--- config.mk ---
export PLATFORM = sky130hd
export DESIGN_NAME = sorted_priority_queue_flat
export DESIGN_NICKNAME = d
export VERILOG_FILES = /design/src/design/spq_pkg.sv /design/src/design/spq_in_if.sv /design/src/design/spq_out_if.sv /design/src/design/sorted_priority_queue.sv /design/src/design/spq_cell.sv /design/src/flat_wrapper.sv
export VERILOG_INCLUDE_DIRS = /design/src /design/src/design
export SDC_FILE = /design/constraint.sdc
export NUM_CORES = 1
export LEC_CHECK = 0
export BUFFER_PORTS_ARGS = -buffer_cell sky130_fd_sc_hd__buf_2
export CAP_MARGIN = 20
export CORE_MARGIN = 10
export CORE_UTILIZATION = 30
export DETAILED_ROUTE_END_ITERATION = 8
export PLACE_DENSITY_LB_ADDON = 0.12
export SYNTH_ARGS = -nofsm -noshare
export SYNTH_HDL_FRONTEND = slang
export SYNTH_HIERARCHICAL = 1
export SYNTH_SLANG_ARGS = --single-unit
--- constraint.sdc ---
create_clock -name clk -period 6.2 [get_ports clk]
set_input_delay 1.24 -clock clk [delete_from_list [all_inputs] [get_ports clk]]
set_output_delay 1.24 -clock clk [all_outputs]
set_load 0.005 [all_outputs]
--- src/design/sorted_priority_queue_defines.svh ---
// assertion helpers for the sorted priority queue
`ifndef SORTED_PRIORITY_QUEUE_DEFINES_SVH
`define SORTED_PRIORITY_QUEUE_DEFINES_SVH

// implication checked at every clock edge outside reset
`define SPQ_ASSERT(lbl, prop, msg) \
  lbl: assert property (@(posedge clk) disable iff (!rst_n) prop) else $error(msg);

// plain condition that must hold at every clock edge outside reset
`define SPQ_ALWAYS(lbl, cond, msg) \
  lbl: assert property (@(posedge clk) disable iff (!rst_n) (cond)) else $error(msg);

`endif

--- src/design/spq_pkg.sv ---
`default_nettype none

package spq_pkg;

  localparam int unsigned ValueW  = 32;
  localparam int unsigned StatusW = 2;
  localparam int unsigned OccW    = 4;

  typedef logic signed [ValueW-1:0] value_t;
  typedef logic [StatusW-1:0]       status_t;
  typedef logic [OccW-1:0]          occ_t;

  // command codes
  localparam logic CMD_INSERT = 1'b0;
  localparam logic CMD_REMOVE = 1'b1;

  // status codes
  localparam status_t STATUS_DONE      = 2'd0;
  localparam status_t STATUS_FULL      = 2'd1;
  localparam status_t STATUS_EMPTY     = 2'd2;

  // control broadcast to every cell
  typedef struct packed {
    logic load;
    logic remove;
  } cell_ctl_t;

endpackage

`default_nettype wire

--- src/design/spq_in_if.sv ---
`default_nettype none

interface spq_in_if;
  logic            valid;
  logic            ready;
  logic            command;
  spq_pkg::value_t value;

  modport source (output valid, output command, output value, input ready);
  modport sink   (input valid, input command, input value, output ready);
endinterface

`default_nettype wire

--- src/design/spq_out_if.sv ---
`default_nettype none

interface spq_out_if;
  logic             valid;
  logic             ready;
  spq_pkg::status_t status;
  spq_pkg::value_t  removed_value;
  spq_pkg::value_t  largest;
  spq_pkg::value_t  smallest;
  spq_pkg::occ_t    occupancy;
  logic             is_empty;

  modport source (output valid, output status, output removed_value, output largest,
                  output smallest, output occupancy, output is_empty, input ready);
  modport sink   (input valid, input status, input removed_value, input largest,
                  input smallest, input occupancy, input is_empty, output ready);
endinterface

`default_nettype wire

--- src/design/sorted_priority_queue.sv ---
// Sorted priority queue, largest value first.
// in_ch carries one command word: insert value (command 0) or remove the
// largest (command 1). out_ch returns one report word per command: status,
// the removed value, largest and smallest after the command, occupancy and
// an empty flag. Both channels use valid/ready; a word moves when both high.
// The store is a row of DEPTH compare-and-shift cells. Every cell compares
// the incoming value with its own entry in parallel and takes its own,
// the new or its neighbor's entry, so the cells take an insert or remove
// in the cycle it is accepted, whatever the fill level.
// After a command is accepted, its result passes the stage register and then the output register.
// Throughput: one command per cycle while out_ch takes reports; a stage
// register and the output register sit between the cells and out_ch, so
// the block holds up to two finished reports before in_ch.ready drops.
// Reset (rst_n low, synchronous) empties the queue and drops pending
// reports. Equal values leave in arrival order. A full insert or empty
// remove changes nothing and reports the reject status.
`default_nettype none
`include "sorted_priority_queue_defines.svh"

module sorted_priority_queue #(
  parameter int unsigned DEPTH = 8
) (
  input  wire logic clk,
  input  wire logic rst_n,
  spq_in_if.sink    in_ch,
  spq_out_if.source out_ch
);
  import spq_pkg::*;

  localparam int unsigned CntW = $clog2(DEPTH + 1);

  logic [CntW-1:0] count_r;
  logic [CntW-1:0] count_nxt;

  logic    s1_valid_r;
  logic    s1_valid_nxt;
  status_t s1_status_r;
  value_t  s1_removed_r;

  logic    out_valid_r;
  logic    out_valid_nxt;
  status_t out_status_r;
  value_t  out_removed_r;
  value_t  out_largest_r;
  value_t  out_smallest_r;
  occ_t    out_occ_r;
  logic    out_empty_r;

  logic      in_acc;
  logic      advance;
  logic      is_full;
  logic      is_empt;
  logic      reject;
  status_t   step_status;
  cell_ctl_t ctl;

  value_t           cell_entry [DEPTH];
  logic [DEPTH-1:0] cell_ge;
  logic [DEPTH-1:0] cell_occ;
  logic [DEPTH-1:0] cell_tail;

  value_t            tail_value;
  logic [CntW+3:0]   count_ext;

  // handshake
  assign advance     = !out_valid_r || out_ch.ready;
  assign in_ch.ready = !s1_valid_r || advance;
  assign in_acc      = in_ch.valid && in_ch.ready;

  // reject checks against the current fill level
  assign is_full = (count_r == CntW'(DEPTH));
  assign is_empt = (count_r == '0);
  assign reject  = (in_ch.command == CMD_INSERT) ? is_full : is_empt;

  always_comb begin
    unique case (in_ch.command)
      CMD_INSERT: step_status = is_full ? STATUS_FULL  : STATUS_DONE;
      CMD_REMOVE: step_status = is_empt ? STATUS_EMPTY : STATUS_DONE;
      default:    step_status = STATUS_DONE;
    endcase
  end

  assign ctl.load   = in_acc && !reject;
  assign ctl.remove = (in_ch.command == CMD_REMOVE);

  // fill level
  always_comb begin
    count_nxt = count_r;
    if (ctl.load) begin
      if (ctl.remove) begin
        count_nxt = count_r - CntW'(1);
      end else begin
        count_nxt = count_r + CntW'(1);
      end
    end
  end

  // row of cells
  for (genvar i = 0; i < DEPTH; i++) begin : g_cell
    logic   prev_ge;
    value_t prev_entry;
    value_t next_entry;

    assign cell_occ[i]  = (count_r > CntW'(i));
    assign cell_tail[i] = (count_r == CntW'(i + 1));

    if (i == 0) begin : g_head
      assign prev_ge    = 1'b1;
      assign prev_entry = in_ch.value;
    end else begin : g_body
      assign prev_ge    = cell_ge[i-1];
      assign prev_entry = cell_entry[i-1];
    end

    if (i == DEPTH - 1) begin : g_last
      assign next_entry = cell_entry[i];
    end else begin : g_mid
      assign next_entry = cell_entry[i+1];
    end

    spq_cell u_cell (
      .clk        (clk),
      .ctl        (ctl),
      .value      (in_ch.value),
      .occupied   (cell_occ[i]),
      .prev_ge    (prev_ge),
      .prev_entry (prev_entry),
      .next_entry (next_entry),
      .entry      (cell_entry[i]),
      .ge         (cell_ge[i])
    );
  end

  // pick the rear entry by its one-hot tail flag
  always_comb begin
    tail_value = '0;
    for (int unsigned i = 0; i < DEPTH; i++) begin
      tail_value = tail_value | (cell_tail[i] ? cell_entry[i] : '0);
    end
  end

  assign count_ext = (CntW + 4)'(count_r);

  // stage and output valid flags
  always_comb begin
    s1_valid_nxt = s1_valid_r;
    if (in_acc) begin
      s1_valid_nxt = 1'b1;
    end else if (advance) begin
      s1_valid_nxt = 1'b0;
    end
    out_valid_nxt = out_valid_r;
    if (s1_valid_r && advance) begin
      out_valid_nxt = 1'b1;
    end else if (out_ch.ready) begin
      out_valid_nxt = 1'b0;
    end
  end

  always_ff @(posedge clk) begin
    if (!rst_n) begin
      count_r     <= '0;
      s1_valid_r  <= 1'b0;
      out_valid_r <= 1'b0;
    end else begin
      count_r     <= count_nxt;
      s1_valid_r  <= s1_valid_nxt;
      out_valid_r <= out_valid_nxt;
    end
  end

  // step result held until the report is built
  always_ff @(posedge clk) begin
    if (in_acc) begin
      s1_status_r  <= step_status;
      s1_removed_r <= (ctl.load && ctl.remove) ? cell_entry[0] : '0;
    end
  end

  // report from the state the step left behind
  always_ff @(posedge clk) begin
    if (s1_valid_r && advance) begin
      out_status_r   <= s1_status_r;
      out_removed_r  <= s1_removed_r;
      out_largest_r  <= cell_occ[0] ? cell_entry[0] : '0;
      out_smallest_r <= tail_value;
      out_occ_r      <= count_ext[OccW-1:0];
      out_empty_r    <= !cell_occ[0];
    end
  end

  assign out_ch.valid         = out_valid_r;
  assign out_ch.status        = out_status_r;
  assign out_ch.removed_value = out_removed_r;
  assign out_ch.largest       = out_largest_r;
  assign out_ch.smallest      = out_smallest_r;
  assign out_ch.occupancy     = out_occ_r;
  assign out_ch.is_empty      = out_empty_r;

  `SPQ_ALWAYS(a_count_bound, count_r <= CntW'(DEPTH), "fill level beyond depth")
  `SPQ_ASSERT(a_insert_grows, in_acc && !ctl.remove && !is_full |=> count_r == $past(count_r) + CntW'(1), "insert did not grow the queue")
  `SPQ_ASSERT(a_empty_reject, in_acc && ctl.remove && is_empt |=> s1_status_r == STATUS_EMPTY && count_r == '0, "empty remove not rejected")
  `SPQ_ASSERT(a_no_drop, s1_valid_r && !advance |=> s1_valid_r && $stable(s1_status_r), "pending step lost")

endmodule

`default_nettype wire

--- src/design/spq_cell.sv ---
`default_nettype none

module spq_cell (
  input  wire logic              clk,
  input  wire spq_pkg::cell_ctl_t ctl,
  input  wire spq_pkg::value_t   value,
  input  wire logic              occupied,
  input  wire logic              prev_ge,
  input  wire spq_pkg::value_t   prev_entry,
  input  wire spq_pkg::value_t   next_entry,
  output spq_pkg::value_t        entry,
  output logic                   ge
);
  import spq_pkg::*;

  value_t entry_r;
  value_t entry_nxt;

  // this entry stays ahead of the new word
  assign ge    = occupied && (entry_r >= value);
  assign entry = entry_r;

  // remove shifts toward the front, insert shifts toward the rear
  always_comb begin
    priority if (ctl.remove) begin
      entry_nxt = next_entry;
    end else if (ge) begin
      entry_nxt = entry_r;
    end else if (prev_ge) begin
      entry_nxt = value;
    end else begin
      entry_nxt = prev_entry;
    end
  end

  always_ff @(posedge clk) begin
    if (ctl.load) begin
      entry_r <= entry_nxt;
    end
  end

endmodule

`default_nettype wire
--- src/flat_wrapper.sv ---
// flat-port wrapper written by rule: the top's interface ports become plain ports
module sorted_priority_queue_flat import spq_pkg::*;
#(
  parameter int unsigned DEPTH = 8
)
  (clk, rst_n, in_ch_valid, in_ch_command, in_ch_value, in_ch_ready, out_ch_valid, out_ch_status, out_ch_removed_value, out_ch_largest, out_ch_smallest, out_ch_occupancy, out_ch_is_empty, out_ch_ready);
  spq_in_if in_ch_i ();
  spq_out_if out_ch_i ();
  input  wire logic clk;
  input  wire logic rst_n;
  input wire logic [$bits(in_ch_i.valid)-1:0] in_ch_valid;
  input wire logic [$bits(in_ch_i.command)-1:0] in_ch_command;
  input wire logic [$bits(in_ch_i.value)-1:0] in_ch_value;
  output wire logic [$bits(in_ch_i.ready)-1:0] in_ch_ready;
  output wire logic [$bits(out_ch_i.valid)-1:0] out_ch_valid;
  output wire logic [$bits(out_ch_i.status)-1:0] out_ch_status;
  output wire logic [$bits(out_ch_i.removed_value)-1:0] out_ch_removed_value;
  output wire logic [$bits(out_ch_i.largest)-1:0] out_ch_largest;
  output wire logic [$bits(out_ch_i.smallest)-1:0] out_ch_smallest;
  output wire logic [$bits(out_ch_i.occupancy)-1:0] out_ch_occupancy;
  output wire logic [$bits(out_ch_i.is_empty)-1:0] out_ch_is_empty;
  input wire logic [$bits(out_ch_i.ready)-1:0] out_ch_ready;
  assign in_ch_i.valid = in_ch_valid;
  assign in_ch_i.command = in_ch_command;
  assign in_ch_i.value = in_ch_value;
  assign in_ch_ready = in_ch_i.ready;
  assign out_ch_valid = out_ch_i.valid;
  assign out_ch_status = out_ch_i.status;
  assign out_ch_removed_value = out_ch_i.removed_value;
  assign out_ch_largest = out_ch_i.largest;
  assign out_ch_smallest = out_ch_i.smallest;
  assign out_ch_occupancy = out_ch_i.occupancy;
  assign out_ch_is_empty = out_ch_i.is_empty;
  assign out_ch_i.ready = out_ch_ready;
  sorted_priority_queue #(.DEPTH(DEPTH)) u_core (.clk(clk), .rst_n(rst_n), .in_ch(in_ch_i), .out_ch(out_ch_i));
endmodule
==> results.md, run 1 <==
- CP Capture Type: register
- Fin Setup TNS: 0 ns
- Most frequent cells in the layout: edfxtp_1 (393), nand2_1 (343), o21ai_0 (295)
- Sw Ratio: 0.361
- Final min period: 4.85 ns
- Final hold vios: 0
- Grt ovf: 0
- Starting Density: 0.304
- Row count: between 100 and 150
- FF-to-FF setup slack: approximately 1.9 ns
- Post-route ant nets: 0
- Status: complete, no violations
- P_sw: between 3 and 4 mW
- CTS Hold Bufs: 0
- Post-Syn Nets: a little under 3k
- RSZ-0062 raised after global routing: false
- Average wire per standard cell: 25.5 um
- Post-CTS Setup Inserts: 0
- GRT Total Usage: 0.193
- Leakage power total: 12.2 nW
- Relative slew slack: 0.196
- Root Driver: clkbuf_16
- Port-buffer cells: 141
- P_int: about 6.6 mW
- Hold WC Path Type: reg -> reg
- Gate Count Post-Synth: approximately 2.6k
- Initial antenna violation count: 6
- DRC viols: 0
- Clock skew: 0.0304 ns
- First DRT Iteration DRCs: between 2k and 2.5k
- Worst-margin pin slew: between 1 and 1.5 ns
- Synth warnings: 6
- Commonest non-fill, non-tap cell in the layout: edfxtp_1
- WS Path Type: in -> reg
- First-pass GRT wire length: ~150 mm
- Sequential power share: 0.409
- Num CTS Buffers: 50
- Hold Slack: between 0.4 and 0.5 ns
- Core area: just under 0.09 mm^2
- Peak fanout along the critical path: 17
- Comb power frac: 0.292
- DPL Wire Length: 72.9 mm
- H-tree levels: 2
- Largest net degree at the start of global routing: between 200 and 300
- Clock transition at path regs: 0.05 ns
- Critical path launch point type: input pin
- Req. time, crit path: 6.47 ns
- CTS tree: done
- Mapped Area: ~0.026 mm^2
- Die width: between 300 and 400 um
- Via count: ~21k
- Die area: between 0.1 and 0.15 mm^2
- Clock power share: 0.299
- Number of global-route vias before repair: about 21k
- Peak Freq: a little over 200 MHz
- Synthesized area per cell: approximately 10 um^2
- Layout cells sized above 1: 0.112
- CTS sink count: about 400
- Deepest clock path buffer count: 3
- Post-CTS sizing: 0
- IO Pins: about 140
- Final setup fails: 0
- RD Place Congestion: between 0.8 and 0.9
- Detailed Route WL: 99.9 mm
- CP arrival: a little over 5 ns
- Max-cap violation count: 0
- Drt first pass iters: 6
- PD cells: ~340 mW/mm^2
- VDD IR max: a little over 200 uV
- Synthesis-to-finish area growth: 14.4%
- Clock Latency Late Sink: about 0.62 ns
- Slew Limit Fails: 0
- Vias per cell: between 5 and 6
- Die height: ~320 um
- Nets: about 3.0k
- Final Cycle Share: 0.782
==> registers in the layout (all words and copies together), names as in the netlist <==
signal / flops
u_core/out_ch.largest: 32
u_core/out_ch.status: 2
u_core/count_r: 4
u_core/out_ch.valid: 1
u_core/out_ch.smallest: 32
u_core/out_ch.occupancy: 4
u_core/s1_valid_r: 1
u_core/out_ch.removed_value: 32
u_core/s1_status_r: 2
u_core/s1_removed_r: 32
u_core/g_cell.u_cell/entry: 256
u_core/out_ch.is_empty: 1
==> power by group through the flow <==
stage	logic, mW	clock network [mW]	registers (mW)
2_1_floorplan	1.91	0	3.95
3_3_place_gp	2.88	0	4.25
3_5_place_dp	2.95	0	4.25
4_1_cts	2.97	3.16	4.20
5_1_grt	3.30	3.27	4.26
6_report	3.01	3.08	4.21
==> area by class of cell <==
cell class                      instances  area, um^2
Inverter                              275        1030
Timing Repair Buffer                  191        1160
Antenna cell                            3        7.51
Tap cell                             1155        1450
Fill cell                            8754       56900
Multi-Input combinational cell       1803       13000
Clock inverter                         34         402
Clock buffer                           57        1300
Sequential cell                       399       11900
==> stage by stage <==
stage          cell area [um^2]   util  cells  total power, mW  worst slack, ns
2_1_floorplan             26500      -   2610             5.86             1.78
3_3_place_gp              28600  0.328   3822             7.13            0.830
3_5_place_dp              28600  0.328   3822             7.20            0.848
4_1_cts                   30300  0.347   3913             10.3             1.47
5_1_grt                   30300  0.348   3914             10.8             1.19
6_report                  30300  0.348   3917             10.3             1.35
==> path summary, 6_finish.rpt <==
kind	startpoint	end	depth (start not counted)
setup / recovery	in_ch_value[30]	u_core/g_cell[5].u_cell/entry[5]	11
hold / removal	u_core/s1_removed_r[13]	u_core/out_ch.removed_value[13]	0
setup reg to reg	u_core/g_cell[5].u_cell/entry[31]	u_core/g_cell[5].u_cell/entry[5]	8
hold reg to reg	u_core/s1_removed_r[13]	u_core/out_ch.removed_value[13]	0
==> per-layer routing <==
metal / routed length (um) / vias up / GRT usage
li1: - / 9812 / -
met1: 47200 / 10525 / 0.281
met2: 42900 / 865 / 0.295
met3: 7540 / 128 / 0.0344
met4: 2200 / 8 / 0.0427
met5: 57 / - / 0
==> critical path, stage by stage <==
cell	delay [ns]
buf_2	0.23
buf_4	0.27
inv_1	0.07
ha_1	0.31
nand4_1	0.18
nor4_2	0.78
nand4_1	0.37
a31o_1	0.31
a21oi_1	0.23
o41a_2	0.67
buf_4	0.42
Power figures use the tool's default switching activity.
==> run 2: changes to the inputs <==
--- a/config.mk
+++ b/config.mk
@@ -6,6 +6,7 @@
 export SDC_FILE = /design/constraint.sdc
 export NUM_CORES = 1
 export LEC_CHECK = 0
+export ABC_AREA = 1
 export BUFFER_PORTS_ARGS = -buffer_cell sky130_fd_sc_hd__buf_2
 export CAP_MARGIN = 20
 export CORE_MARGIN = 10
==> constraint.sdc (replaced) <==
create_clock -name clk -period 4.3 [get_ports clk]
set_input_delay 0.86 -clock clk [delete_from_list [all_inputs] [get_ports clk]]
set_output_delay 0.86 -clock clk [all_outputs]
set_load 0.005 [all_outputs]
==> results.md, run 2 <==
- Max reg flops: 256 (unchanged)
- CTS tree: done
- IO Pins: 142 (unchanged)
- Die width: 321 um (+1.3%)
- Fin area: 0.0311 mm^2 (+2.5%)
- Root Driver: clkbuf_16
- CP arrival: 3.31 ns (-1.81 ns)
- Clock transition at path regs: 0.06 ns (about the same)
- CP Capture Type: register
- FF/Latch Area: 0.0119 mm^2 (about the same)
- Num CTS Buffers: 52 (+4.0%)
- PD cells: 441 mW/mm^2 (+30%)
- Detailed Route WL: 90.8 mm (-9.1%)
- Final Cycle Share: 0.692
- Final setup fails: 0 (unchanged)
- Grt ovf: 0 (unchanged)
- Met2 Use GR: 0.252 (-0.0433)
- DRC viols: 0 (unchanged)
- Die height: 321 um (+1.3%)
- Deepest clock path buffer count: 3 (unchanged)
- Post-route ant nets: 0 (unchanged)
- Drt first pass iters: 7 (+1)
- Worst-margin pin slew: 0.884 ns (-0.323 ns)
- DP Worst Slack: 0.709 ns (-0.140 ns)
- RSZ-0062 raised after global routing: false
- DP Area: 0.0292 mm^2 (+2.3%)
- Initial antenna violation count: 1 (-5)
- Layout fillers: 9541 (+9.0%)
- Synth warnings: 6 (unchanged)
- Number of global-route vias before repair: 21.2k (+2.4%)
- Top Usage Layer GRT: met1
- Slew Limit Fails: 0 (unchanged)
- Most frequent cells in the layout: nand2_1 (881), o21ai_0 (456), inv_1 (404)
- Clock Latency Late Sink: 0.62 ns (about the same)
- CTS Hold Bufs: 0 (unchanged)
- Peak fanout along the critical path: 38 (+21)
- Gate Count Post-Synth: 3354 (+29%)
- Peak Freq: 336 MHz
- Power, Total: 13.7 mW (+33%)
- H-tree levels: 2 (unchanged)
- Req. time, crit path: 4.63 ns (-1.84 ns)
- Synthesis-to-finish area growth: 14.1%
- Post-CTS Setup Inserts: 0 (unchanged)
- Antenna diodes: 0 (-3)
- Setup ws final: 1.33 ns (-0.0266 ns)
- Clock skew: 0.0147 ns (-0.0157 ns)
- First DRT Iteration DRCs: 1935 (-15%)
- Synthesized area per cell: 8.11 um^2 (-20%)
- DPL Wire Length: 68.9 mm (-5.5%)
- WS Path Type: reg -> reg
- Leakage power total: 13.6 nW (+11%)
- Row count: 110 (+1.9%)
- RD Place Congestion: 0.834 (-6.0%)
- GRT Total Usage: 0.173 (-0.0205)
- Final min period: around 3.0 ns
- Port-buffer cells: 141 (unchanged)
- Core area: 0.0900 mm^2 (+3.3%)
- Average wire per standard cell: 19.5 um (-24%)
- First-pass GRT wire length: 138 mm (-5.3%)
- Final hold vios: 0 (unchanged)
- Die area: 0.103 mm^2 (+2.6%)
- Multi-input logic area: 0.0130 mm^2 (-0.22%)
- VDD IR max: 270 uV (+32%)
- Vias per cell: 4.80 (-12%)
- Via count: 22.4k (+4.8%)
- Hold WC Path Type: reg -> reg
- Post-CTS sizing: 0 (unchanged)
- Met1 Use GR: 0.267 (-0.0139)
- Post-Syn Nets: 3652 (+26%)
- Fin Setup TNS: 0 ns (unchanged)
- Layout cells sized above 1: 0.115 (+0.00349)
- Mapped Area: 0.0272 mm^2 (+2.8%)
- Nets: 3738 (+24%)
- CTS sink count: 399 (unchanged)
- Largest net degree at the start of global routing: 93 (-64%)
- Status: complete, no violations
- Starting Density: 0.302 (-0.00147)
- Commonest non-fill, non-tap cell in the layout: nand2_1
- Max-cap violation count: 0 (unchanged)
- Grt met3 use: 0.0241 (-0.0103)
- Relative slew slack: 0.411 (+0.215)
- Critical path launch point type: register
## run 2: path summary, 6_finish.rpt
path	startpoint	endpoint	slack [ns]	cells past startpoint
worst max-delay path	u_core/count_r[0]	u_core/g_cell[3].u_cell/entry[9]	1.33	10
worst min register to register	u_core/s1_removed_r[14]	u_core/out_ch.removed_value[14]	0.42	0
worst max register to register	u_core/count_r[0]	u_core/g_cell[3].u_cell/entry[9]	1.33	10
worst min-delay path	u_core/s1_removed_r[14]	u_core/out_ch.removed_value[14]	0.42	0
## run 2: report_power, final
part	leakage, nW	total (mW)	switching [mW]	internal, mW
clock network	0.870	4.74	1.85	2.89
registers	3.84	5.60	0.566	5.03
logic	8.85	3.36	2.26	1.10
total	13.6	13.7	4.67	9.02
## run 2: through the flow
stage               utilization  hold slack (ns)  instances
floorplan                     -            0.400       3354
global placement          0.325            0.402       4562
detailed placement        0.325            0.405       4562
CTS                       0.345            0.417       4657
global route              0.345            0.426       4657
finish                    0.345            0.417       4657
## run 2: cell type report
type	instances	area share
Clock buffer	68	0.0461
Clock inverter	27	0.0126
Inverter	436	0.0527
Multi-Input combinational cell	2357	0.419
Sequential cell	399	0.384
Tap cell	1176	0.0474
Timing Repair Buffer	194	0.0387
## run 2: routing by layer
metal,vias to the layer above,routed length (um)
li1,11437,-
met1,10263,47100
met2,595,37200
met3,64,5360
met4,0,1240
met5,-,0
## run 2: worst max-delay path: stages, from the launching register on
cell and delay (ns):
dfxtp_1 0.49, inv_1 0.16, ha_1 0.23, buf_4 0.28, o21ai_0 0.69, nand2_1 0.13, clkinv_1 0.08, buf_4 0.32
nand2_1 0.08, o21ai_0 0.10, o21ai_0 0.10
